<file path="src/npcm_pkg.sv">
// Shared types and constants for the nearest palette color mapper.
package npcm_pkg;

  localparam int DEFAULT_DEPTH = 256;

  localparam int COLOR_W = 8;
  localparam int INDEX_W = 8;
  localparam int DIST_W  = 18;
  localparam int SIZE_W  = 9;
  localparam int SQ_W    = 2 * COLOR_W;
  localparam int RGB_W   = 3 * COLOR_W;

  localparam logic [SIZE_W-1:0] SIZE_RESET = 9'd256;

  localparam logic FUNC_WRITE = 1'b0;
  localparam logic FUNC_MAP   = 1'b1;

  typedef struct packed {
    logic               func;
    logic [INDEX_W-1:0] entry_index;
    logic [COLOR_W-1:0] red;
    logic [COLOR_W-1:0] green;
    logic [COLOR_W-1:0] blue;
    logic               end_of_image;
  } pixel_t;

  typedef struct packed {
    logic [COLOR_W-1:0] near_red;
    logic [COLOR_W-1:0] near_green;
    logic [COLOR_W-1:0] near_blue;
    logic [INDEX_W-1:0] palette_index;
    logic [DIST_W-1:0]  distance;
    logic               last_out;
  } result_t;

  typedef struct packed {
    logic               valid;
    pixel_t             item;
    logic [DIST_W-1:0]  best_dist;
    logic [INDEX_W-1:0] best_index;
    logic [RGB_W-1:0]   best_color;
  } beat_t;

  function automatic logic [SQ_W-1:0] sq_diff(input logic [COLOR_W-1:0] a,
                                              input logic [COLOR_W-1:0] b);
    logic [COLOR_W-1:0] d;
    d = (a > b) ? (a - b) : (b - a);
    return SQ_W'(d) * SQ_W'(d);
  endfunction

endpackage

</file>
<file path="src/npcm_cell.sv">
// One palette cell: holds one entry, squares the differences, then keeps the running best.
module npcm_cell #(
  parameter int CELL_INDEX = 0
) (
  input  logic                       clk,
  input  logic                       rst,
  input  logic                       advance,
  input  logic [npcm_pkg::SIZE_W-1:0] palette_size,
  input  npcm_pkg::beat_t            beat_in,
  output npcm_pkg::beat_t            beat_out
);

  localparam bit                          FIRST     = (CELL_INDEX == 0);
  localparam bit                          CAN_WRITE = (CELL_INDEX < 256);
  localparam logic [npcm_pkg::INDEX_W-1:0] MY_INDEX = npcm_pkg::INDEX_W'(CELL_INDEX);

  logic [npcm_pkg::RGB_W-1:0]  entry;
  npcm_pkg::beat_t             mid;
  logic [npcm_pkg::RGB_W-1:0]  mid_color;
  logic [npcm_pkg::SQ_W-1:0]   sq_r;
  logic [npcm_pkg::SQ_W-1:0]   sq_g;
  logic [npcm_pkg::SQ_W-1:0]   sq_b;
  npcm_pkg::beat_t             beat_out_next;
  logic [npcm_pkg::DIST_W-1:0] sum_sq;
  logic                        active;
  logic                        take;
  logic                        write_hit;

  assign write_hit = CAN_WRITE && beat_in.valid &&
                     (beat_in.item.func == npcm_pkg::FUNC_WRITE) &&
                     (beat_in.item.entry_index == MY_INDEX);

  always_ff @(posedge clk) begin
    if (advance && write_hit) begin
      entry <= {beat_in.item.red, beat_in.item.green, beat_in.item.blue};
    end
  end

  always_ff @(posedge clk) begin
    if (rst) begin
      mid.valid <= 1'b0;
    end else if (advance) begin
      mid       <= beat_in;
      mid_color <= entry;
      sq_r      <= npcm_pkg::sq_diff(entry[23:16], beat_in.item.red);
      sq_g      <= npcm_pkg::sq_diff(entry[15:8], beat_in.item.green);
      sq_b      <= npcm_pkg::sq_diff(entry[7:0], beat_in.item.blue);
    end
  end

  assign sum_sq = npcm_pkg::DIST_W'(sq_r) + npcm_pkg::DIST_W'(sq_g) +
                  npcm_pkg::DIST_W'(sq_b);
  assign active = FIRST || (32'(palette_size) > CELL_INDEX);
  assign take   = (mid.item.func == npcm_pkg::FUNC_MAP) && active &&
                  (FIRST || (sum_sq < mid.best_dist));

  always_comb begin
    beat_out_next = mid;
    if (take) begin
      beat_out_next.best_dist  = sum_sq;
      beat_out_next.best_index = MY_INDEX;
      beat_out_next.best_color = mid_color;
    end
  end

  always_ff @(posedge clk) begin
    if (rst) begin
      beat_out.valid <= 1'b0;
    end else if (advance) begin
      beat_out <= beat_out_next;
    end
  end

endmodule

</file>
<file path="config.mk">
export PLATFORM = sky130hd
export DESIGN_NAME = npcm_cell
export DESIGN_NICKNAME = d
export VERILOG_FILES = /design/src/npcm_pkg.sv /design/src/npcm_cell.sv
export SDC_FILE = /design/constraint.sdc
export NUM_CORES = 1
export LEC_CHECK = 0
export BUFFER_PORTS_ARGS = -buffer_cell sky130_fd_sc_hd__buf_4
export CORE_MARGIN = 3
export CORE_UTILIZATION = 56
export DETAILED_ROUTE_END_ITERATION = 10
export GPL_TIMING_DRIVEN = 0
export PLACE_DENSITY = 0.79
export SKIP_CTS_REPAIR_TIMING = 1
export SLEW_MARGIN = 20
export SYNTH_ARGS = -nofsm -noshare
export SYNTH_HDL_FRONTEND = slang
export SYNTH_SLANG_ARGS = --single-unit
</file>
<file path="constraint.sdc">
create_clock -name clk -period 23.8 [get_ports clk]
set_input_delay 0 -clock clk [delete_from_list [all_inputs] [get_ports clk]]
set_output_delay 0 -clock clk [all_outputs]
set_load 0.03 [all_outputs]
</file>
==> results.cfg, run 1 <==
[status]
status = complete, no violations

[die]
rows = 61
die_area_sq_mm = 0.0311
initial_core_util = 0.576
core_sq_mm = 0.0282
die_w_um = 176
die-height_um = 176
num_io_pins = 182

[synth]
synthFlopType = edfxtp_1
synth_top_cells_by_count = 261 x edfxtp_1, 202 x inv_1, 149 x ha_1
ys_ff_latch = 263
synth_edf_count = 261
yosysSeqAreaShare = 0.486
synth_most_common_cell = edfxtp_1
yosys_warnings = 0
yosysUniqueCellTypes = 65
synthCells = 1274
synth_top_area_cell = edfxtp_1
synth_area_leaders = edfxtp_1 48%, fa_1 12%, ha_1 11%, inv_1 4.7%, xnor2_1 2.5%
synth-async-reset-ratio = 0
synth_area_sq_mm = 0.0162
yosysTopAreaCellShare = 0.483
syn_area_per_cell_sq_um = 12.7

[pwr]
seqPwrFrac = 0.264
p_leak_nw = 8.86
p_int_mw = 1.50
netSwitchingFraction = 0.398
ir_drop_mv = 0.0936
clock_power_share = 0.174
p_sw_mw = 0.987
pwr-share-comb = 0.562
power_density_mw_per_mm2 = 124

[timing]
rsz0062_at_grt = no
worst_slew_margin_rel = 0.363
min_period_ns = 7.17
fin_worst_skew_ns = 0.0108
hold_viol = 0
slew_viol_final = 0
timing.setup.tns_ns = 0
setup_ws_ns = 16.63
clock.fmax_ghz = 0.140
worstMarginPinSlew_ns = 0.956
setup_viol = 0
fin_crit_sh = 0.301

[cts]
path_clk_slew_ns = 0.07
cts_root_buffer = clkbuf_16
numCtsBuffers = 28
clock_latency_ns = 0.56
clockBufferDepth = 3
h-tree-depth = 1
cts_tree = built
clkSinkCount = 263

[placement]
port_buffers = 172
gp_congestion = 0.860
dp_slack_ns = 16.70
hpwl_mm = 24.0

[global_routing]
grt_usage = 0.207
antenna_found_initial = 0
grt-ovfl-total = 0
grt_start_max_net_pins = 30
grt_pass1_wl_mm = 52.1
grt_pass1_vias = 10700

[drt]
vias = 10600
post_drt_wl_per_cell_um = 16.9
drt_iter0_markers = 568
drc = 0
drt_wl_total_mm = 33.5
first_pass_iters = 5
ant_nets = 0
routed_via_density = 5.34

[critical_path]
r2r_setup_slack_ns = 16.63
criticalPathCategory = reg2reg
cp-start-kind = flop
arrival_ns = 7.57
required_ns = 24.20
critPathCaptureType = flop
crit_fanout = 9

[finish]
multi_input_area_sq_mm = 0.00748
ff_latch_area_sq_mm = 0.00788
drive_above_1_share = 0.194
n_antenna_cell = 0
layout.nets = 1922
fill_cells = 1859
syn2layout_area_growth_pct = 23.4

[job]
drv_cap = 0

[hold_path]
hp-class = in2reg
critical path, cell delays in order, from the launching register on:
cell and delay (ns):
edfxtp_1 0.44, inv_1 0.10, ha_1 0.18, inv_1 0.07, fa_1 0.41, a21o_1 0.23
a221oi_2 0.39, a21oi_4 0.17, mux2i_1 0.18, xnor2_1 0.70, nor2_1 0.21, ha_1 0.25
or2_2 0.30, fa_1 0.50, fa_1 0.49, inv_1 0.06, fa_1 0.53, inv_1 0.04
ha_1 0.34, o21a_1 0.22, o31a_1 0.13, o31ai_2 0.33, or4b_2 0.62, o211ai_1 0.11
power groups by stage:
stage | sequential, mW | clock (mW) | combinational (mW)
2_1_floorplan | 0.692 | 0 | 1.03
3_3_place_gp | 0.673 | 0 | 1.31
3_5_place_dp | 0.665 | 0 | 1.36
4_1_cts | 0.655 | 0.441 | 1.38
5_1_grt | 0.660 | 0.460 | 1.57
6_report | 0.655 | 0.433 | 1.39
kinds of logic after synthesis:
logic type                 after synthesis  share of synthesized area
other                                    1                   0.000231
buffers and inverters                  230                     0.0545
xor gates and xnor gates                76                     0.0440
adders and majority gates              246                      0.235
muxes                                   58                     0.0384
DFF                                    263                      0.486
AOI/OAI and AO/OA                      198                     0.0836
and+or+nand+nor                        202                     0.0591
flip-flops by register name, summed over array words and instances, names as in the netlist:
name	flops
sq_b	15
entry	24
beat_out	85
mid	50
beat_out_next	34
mid_color	24
take	1
sq_g	15
sq_r	15
cell usage in the layout, fill, tap and decap left out, types with 4 or more instances in the layout:
cell / count
nand2_1: 25
buf_12: 6
and3_1: 4
a211oi_1: 9
inv_1: 202
ha_1: 149
a21oi_1: 64
fa_1: 97
nor2b_1: 13
clkbuf_16: 28
o21a_1: 6
buf_4: 174
a21o_1: 39
o22ai_1: 4
clkinv_2: 5
a31o_2: 6
nor2_1: 98
o21ai_0: 22
nor3_1: 7
o21bai_1: 5
nand3_1: 6
dlygate4sd3_1: 87
clkbuf_1: 28
or2_2: 16
buf_2: 10
mux2_2: 34
a31oi_1: 12
nand3b_1: 7
nand4_1: 10
xor2_1: 24
edfxtp_1: 261
xnor2_1: 47
mux2i_1: 24
final cells by class:
| type | instances | area share |
|---|---|---|
| flip-flops and latches | 263 | 0.393 |
| multi-input cells | 783 | 0.374 |
| inverters | 202 | 0.0379 |
| repair buffers | 273 | 0.120 |
| well taps | 378 | 0.0236 |
| clock inverters | 13 | 0.00844 |
| clock buffers | 38 | 0.0369 |
| plain buffers | 28 | 0.00631 |
routing by layer:
metal	GRT usage	vias to the layer above	wire length, um	part of all wire
met5	0	-	0	0
met4	0.0617	0	817	0.024
met3	0.0310	56	1710	0.051
met2	0.353	278	16900	0.51
met1	0.277	5209	14000	0.42
li1	-	5020	-	-
per-stage QoR:
stage               instances  utilization  power, mW  instance area [sq um]  hold WS [ns]
global route             1978        0.711       2.69                  20000        0.0897
global placement         1826        0.639       1.98                  18000         0.178
floorplan                1276            -       1.72                  16200        0.0724
CTS                      1891        0.680       2.48                  19200        -0.417
detailed placement       1840        0.648       2.03                  18200         0.179
finish                   1978        0.711       2.48                  20000        0.0899
final timing paths:
check                                            startpoint                      to  depth (start not counted)
worst max register to register          entry[16]$_DFFE_PP_      sq_r[12]$_DFFE_PP_                         23
worst min register to register  beat_out_next[60]$_DFFE_PP_  beat_out[60]$_DFFE_PP_                          0
worst max-delay path                    entry[16]$_DFFE_PP_      sq_r[12]$_DFFE_PP_                         23
worst min-delay path                            beat_in[84]     entry[11]$_DFFE_PP_                          4
(Power assumes the default switching activity.)
==> run 2: changes to the inputs <==
- clock period: 23.8 -> 7.45 ns (I/O delays scaled with it)
==> run 2 against run 1 <==
Core utilization up 0.084 points. Cell count up 0.10%. Non-clock buffer count up 1. Clock skew up 0.0060 ns. Critical path depth unchanged. Fmax up 2.4%. Global-route usage down 0.16 points. Clock power rose to 3.2 times the previous value. Register-to-register slack worse by 16 ns. Largest cell class unchanged.
==> results.cfg, run 2 (synthesized netlist as in run 1, its figures left out) <==
[status]
status = complete, no violations

[critical_path]
required_ns = 7.74
cpMaxStageDelayCell = o41ai_4
crit_chain = inv_1, ha_1, inv_1, fa_1, nand3_1, a21oi_2, o41ai_4, mux2i_1, xor2_4, nand2b_1, inv_1, fa_1, fa_1, inv_1, fa_1, fa_1, inv_1, ha_1, o21a_1, o31a_1, o31ai_1, o21ai_0, xor2_1
crit_fanout = 10
cp-start-kind = flop
arrival_ns = 7.30
slowest_delay_ns = 0.63
critPathCaptureType = flop
criticalPathCategory = reg2reg

[finish]
layout_commonest_cell = edfxtp_1
ff_latch_area_sq_mm = 0.00788
multi_input_area_sq_mm = 0.00751
syn2layout_area_growth_pct = 23.6
largest_reg_flops = 85
fill_cells = 1860
layout_common_cells = 261 x edfxtp_1, 202 x inv_1, 174 x buf_4, 149 x ha_1, 98 x nor2_1
layout.nets = 1923
stdcell_area_sq_mm = 0.0200
n_antenna_cell = 0
drive_above_1_share = 0.196
top_register = beat_out

[drt]
routed_via_density = 5.29
post_drt_wl_per_cell_um = 17.0
drc = 0
vias = 10500
first_pass_iters = 5
ant_nets = 0
drt_wl_total_mm = 33.6
drt_iter0_markers = 651

[global_routing]
grt-ovfl-total = 0
grt_pass1_wl_mm = 51.7
grt_pass1_vias = 10500
antenna_found_initial = 0
grt_start_max_net_pins = 30
grt_usage = 0.205

[timing]
hold_viol = 0
worstMarginPinSlew_ns = 0.888
setup_ws_ns = 0.446
timing.setup.tns_ns = 0
clock.fmax_ghz = 0.143
setup_viol = 0
min_period_ns = 7.00
rsz0062_at_grt = no
slew_viol_final = 0
fin_worst_skew_ns = 0.0168
fin_crit_sh = 0.940
worst_slew_margin_rel = 0.408

[pwr]
p_leak_nw = 8.87
power_density_mw_per_mm2 = 392
ir_drop_mv = 0.357

[hold_path]
hp-class = in2reg

[die]
die-height_um = 176
rows = 61
initial_core_util = 0.576
die_area_sq_mm = 0.0311
die_w_um = 176
num_io_pins = 182
core_sq_mm = 0.0282

[cts]
cts_root_buffer = clkbuf_16
path_clk_slew_ns = 0.06
clock_latency_ns = 0.55
cts_tree = built
h-tree-depth = 1
clockBufferDepth = 3
numCtsBuffers = 28
clkSinkCount = 263

[placement]
dp_slack_ns = 0.320
hpwl_mm = 23.7
gp_congestion = 0.873
place_area_sq_mm = 0.0182
port_buffers = 172

[job]
drv_cap = 0
[run 2: changes by cell type in the layout (fill, tap and decap cells not counted), moves of 3 or more]
cell and change:
clkbuf_1 -3, clkbuf_8 +4, clkinv_2 -4, inv_6 +4
[run 2: layer usage]
metal,share of wire,track usage,vias to the layer above
met5,0,0,-
met4,0.020,0.0525,0
met3,0.051,0.0243,48
met2,0.50,0.343,263
met1,0.43,0.289,5137
li1,-,-,5028
[run 2: report_power, final]
group / switching (mW) / leakage [nW] / total, mW / internal, mW
clock network: 0.587 / 0.436 / 1.38 / 0.793
logic: 2.44 / 5.96 / 4.39 / 1.95
registers: 0.0835 / 2.47 / 2.10 / 2.01
total: 3.11 / 8.87 / 7.87 / 4.76
[run 2: area by class of cell]
cell class / count / area share
clock inverter: 12 / 0.00518
multi-input combinational: 783 / 0.375
timing repair buffer: 274 / 0.119
inverter: 202 / 0.0378
clock buffer: 40 / 0.0403
tap: 378 / 0.0236
buffer: 28 / 0.00630
sequential: 263 / 0.393
[run 2: worst paths after layout]
kind,startpoint,endpoint,slack (ns),depth (start not counted)
setup / recovery,entry[0]$_DFFE_PP_,sq_b[14]$_DFFE_PP_,0.45,23
hold / removal,beat_in[45],mid[45]$_DFFE_PP_,0.17,2
setup reg to reg,entry[0]$_DFFE_PP_,sq_b[14]$_DFFE_PP_,0.45,23
hold reg to reg,beat_out_next[57]$_DFFE_PP_,beat_out[57]$_DFFE_PP_,0.42,0
[run 2: critical path, delay by kind of cell, from the launching register on]
family                     cells  cell delay [ns]
muxes                          1             0.46
xor gates and xnor gates       2             0.56
buffers and inverters          5             0.30
AOI/OAI and AO/OA              6             1.68
adders and majority gates      7             2.99
and+or+nand+nor                2             0.35
DFF                            1             0.41
[run 2: through the flow]
step / hold slack [ns] / cells / total power, mW / util
floorplan: 0.0724 / 1276 / 5.49 / -
global placement: 0.178 / 1826 / 6.32 / 0.639
detailed placement: 0.179 / 1839 / 6.44 / 0.647
CTS: -0.390 / 1891 / 7.86 / 0.679
global route: 0.167 / 1980 / 8.56 / 0.712
finish: 0.172 / 1980 / 7.87 / 0.712
==> run 3: changes to the inputs <==
- CORE_MARGIN: 3 -> 2
==> run 3 against run 2 <==
Worst setup slack improved by 0.027 ns. Sequential power about the same. Routed wire length about the same. Global-route usage increased by 0.22 points. Critical path type unchanged. Non-clock buffer count increased by 1. Critical endpoint is now sq_b[13]$_DFFE_PP_. Critical path depth increased by 2. Largest power group unchanged. Flip-flop and latch count unchanged. Die area decreased by 2.3%. Combinational power increased by 1%.
==> results.cfg, run 3 (synthesized netlist as in run 1, its figures left out) <==
[global_routing]
grt_start_max_net_pins = 31
grt_pass1_vias = 10400
antenna_found_initial = 0
grt_usage = 0.207
grt-ovfl-total = 0
grt_pass1_wl_mm = 50.9

[cts]
clkSinkCount = 263
h-tree-depth = 1
clock_latency_ns = 0.55
numCtsBuffers = 29
cts_tree = built
path_clk_slew_ns = 0.07
clockBufferDepth = 3
cts_root_buffer = clkbuf_16

[timing]
rsz0062_at_grt = no
worstMarginPinSlew_ns = 0.993
slew_viol_final = 0
setup_viol = 0
min_period_ns = 6.98
worst_slew_margin_rel = 0.338
clock.fmax_ghz = 0.143
hold_viol = 0
hold-worst-slack_ns = 0.161
fin_worst_skew_ns = 0.0176
fin_crit_sh = 0.937

[die]
core_sq_mm = 0.0286
rows = 62
num_io_pins = 182
initial_core_util = 0.567
die-height_um = 174
die_area_sq_mm = 0.0303
die_w_um = 174

[hold_path]
hold_path_end = mid[49]$_DFFE_PP_
hp-class = in2reg
holdPathStages = 2
hold_path.startpoint = beat_in[49]

[critical_path]
r2r-start = entry[0]$_DFFE_PP_
cpMaxStageDelayCell = xor2_1
reg2regPathDepth = 25
worstReg2RegEnd = sq_b[13]$_DFFE_PP_
arrival_ns = 7.27
crit_fanout = 9
required_ns = 7.74
criticalPathCategory = reg2reg
crit_path_frequent_cell = inv_1
cp-start-kind = flop
critPathCaptureType = flop
slowest_delay_ns = 0.76
r2r_setup_slack_ns = 0.47

[placement]
port_buffers = 172
gp_congestion = 0.890
place_area_sq_mm = 0.0183
hpwl_mm = 23.3

[drt]
vias = 10500
drt_wl_total_mm = 33.6
drc = 0
post_drt_wl_per_cell_um = 16.9
routed_via_density = 5.29
drt_iter0_markers = 695
ant_nets = 0
first_pass_iters = 5

[finish]
layout_common_cells = 261 x edfxtp_1, 202 x inv_1, 174 x buf_4, 149 x ha_1, 98 x nor2_1
layout_commonest_cell = edfxtp_1
syn2layout_area_growth_pct = 25.0
n_antenna_cell = 0
drive_above_1_share = 0.202
largest_reg_flops = 85
stdcell_area_sq_mm = 0.0203
top_register = beat_out
layout.nets = 1925

[job]
drv_cap = 0

[pwr]
p_total_mw = 8.18
ir_drop_mv = 0.420
power_density_mw_per_mm2 = 403
p_leak_nw = 8.98

[status]
status = complete, no violations
-- run 3: cell count changes in the layout (fill, tap and decap cells not counted), moves of 2 or more --
cell | before | now
buf_12 | 8 | 5
bufinv_16 | 1 | 9
clkinv_1 | 3 | 1
clkinv_2 | 1 | 6
buf_16 | 1 | 5
clkbuf_8 | 4 | 1
clkbuf_1 | 25 | 18
-- run 3: layout make-up --
| type | count | area, sq um |
|---|---|---|
| plain buffers | 28 | 126 |
| well taps | 384 | 480 |
| inverters | 202 | 758 |
| clock inverters | 23 | 360 |
| clock buffers | 30 | 739 |
| multi-input cells | 783 | 7500 |
| flip-flops and latches | 263 | 7880 |
| repair buffers | 275 | 2440 |
| fillers | 1900 | 8340 |
-- run 3: worst max-delay path by stage --
stage	slack [ns]	to	cells after the start	startpoint
6_report	0.47	sq_b[13]$_DFFE_PP_	25	entry[0]$_DFFE_PP_
2_1_floorplan	0.84	beat_out[0]$_DFFE_PP_	1	advance
4_1_cts	0.26	sq_r[12]$_DFFE_PP_	23	entry[16]$_DFFE_PP_
3_5_place_dp	0.30	sq_r[12]$_DFFE_PP_	23	entry[16]$_DFFE_PP_
3_3_place_gp	-1.54	mid_color[2]$_DFFE_PP_	2	advance
5_1_grt	0.05	sq_b[13]$_DFFE_PP_	25	entry[0]$_DFFE_PP_
-- run 3: power breakdown --
group          switching, mW  internal (mW)
combinational           2.47           1.97
sequential            0.0818           2.01
clock                  0.612           1.04
-- run 3: metal layers --
| layer | vias to the layer above | share of wire | track usage |
|---|---|---|---|
| met1 | 5136 | 0.42 | 0.278 |
| li1 | 5028 | - | - |
| met4 | 0 | 0.024 | 0.0613 |
| met2 | 302 | 0.50 | 0.355 |
| met5 | - | 0 | 0 |
| met3 | 55 | 0.054 | 0.0282 |
-- run 3: worst max-delay path, delay by kind of cell (launching register included) --
kind | cells | cell delay, ns
AO/OA/AOI/OAI | 8 | 2.08
XOR/XNOR | 2 | 0.86
adder cells (fa/ha/maj) | 7 | 2.36
buffers and inverters | 5 | 0.29
flip-flops | 1 | 0.43
multiplexers | 1 | 0.28
AND/OR/NAND/NOR | 2 | 0.40
-- run 3: through the flow --
stage                util  setup TNS, ns  instances  worst slack (ns)
finish              0.709              0       1988             0.473
global placement    0.629        -360.68       1832             -1.54
floorplan               -              0       1276             0.843
detailed placement  0.639              0       1846             0.298
global route        0.709              0       1988            0.0497
CTS                 0.677              0       1899             0.258
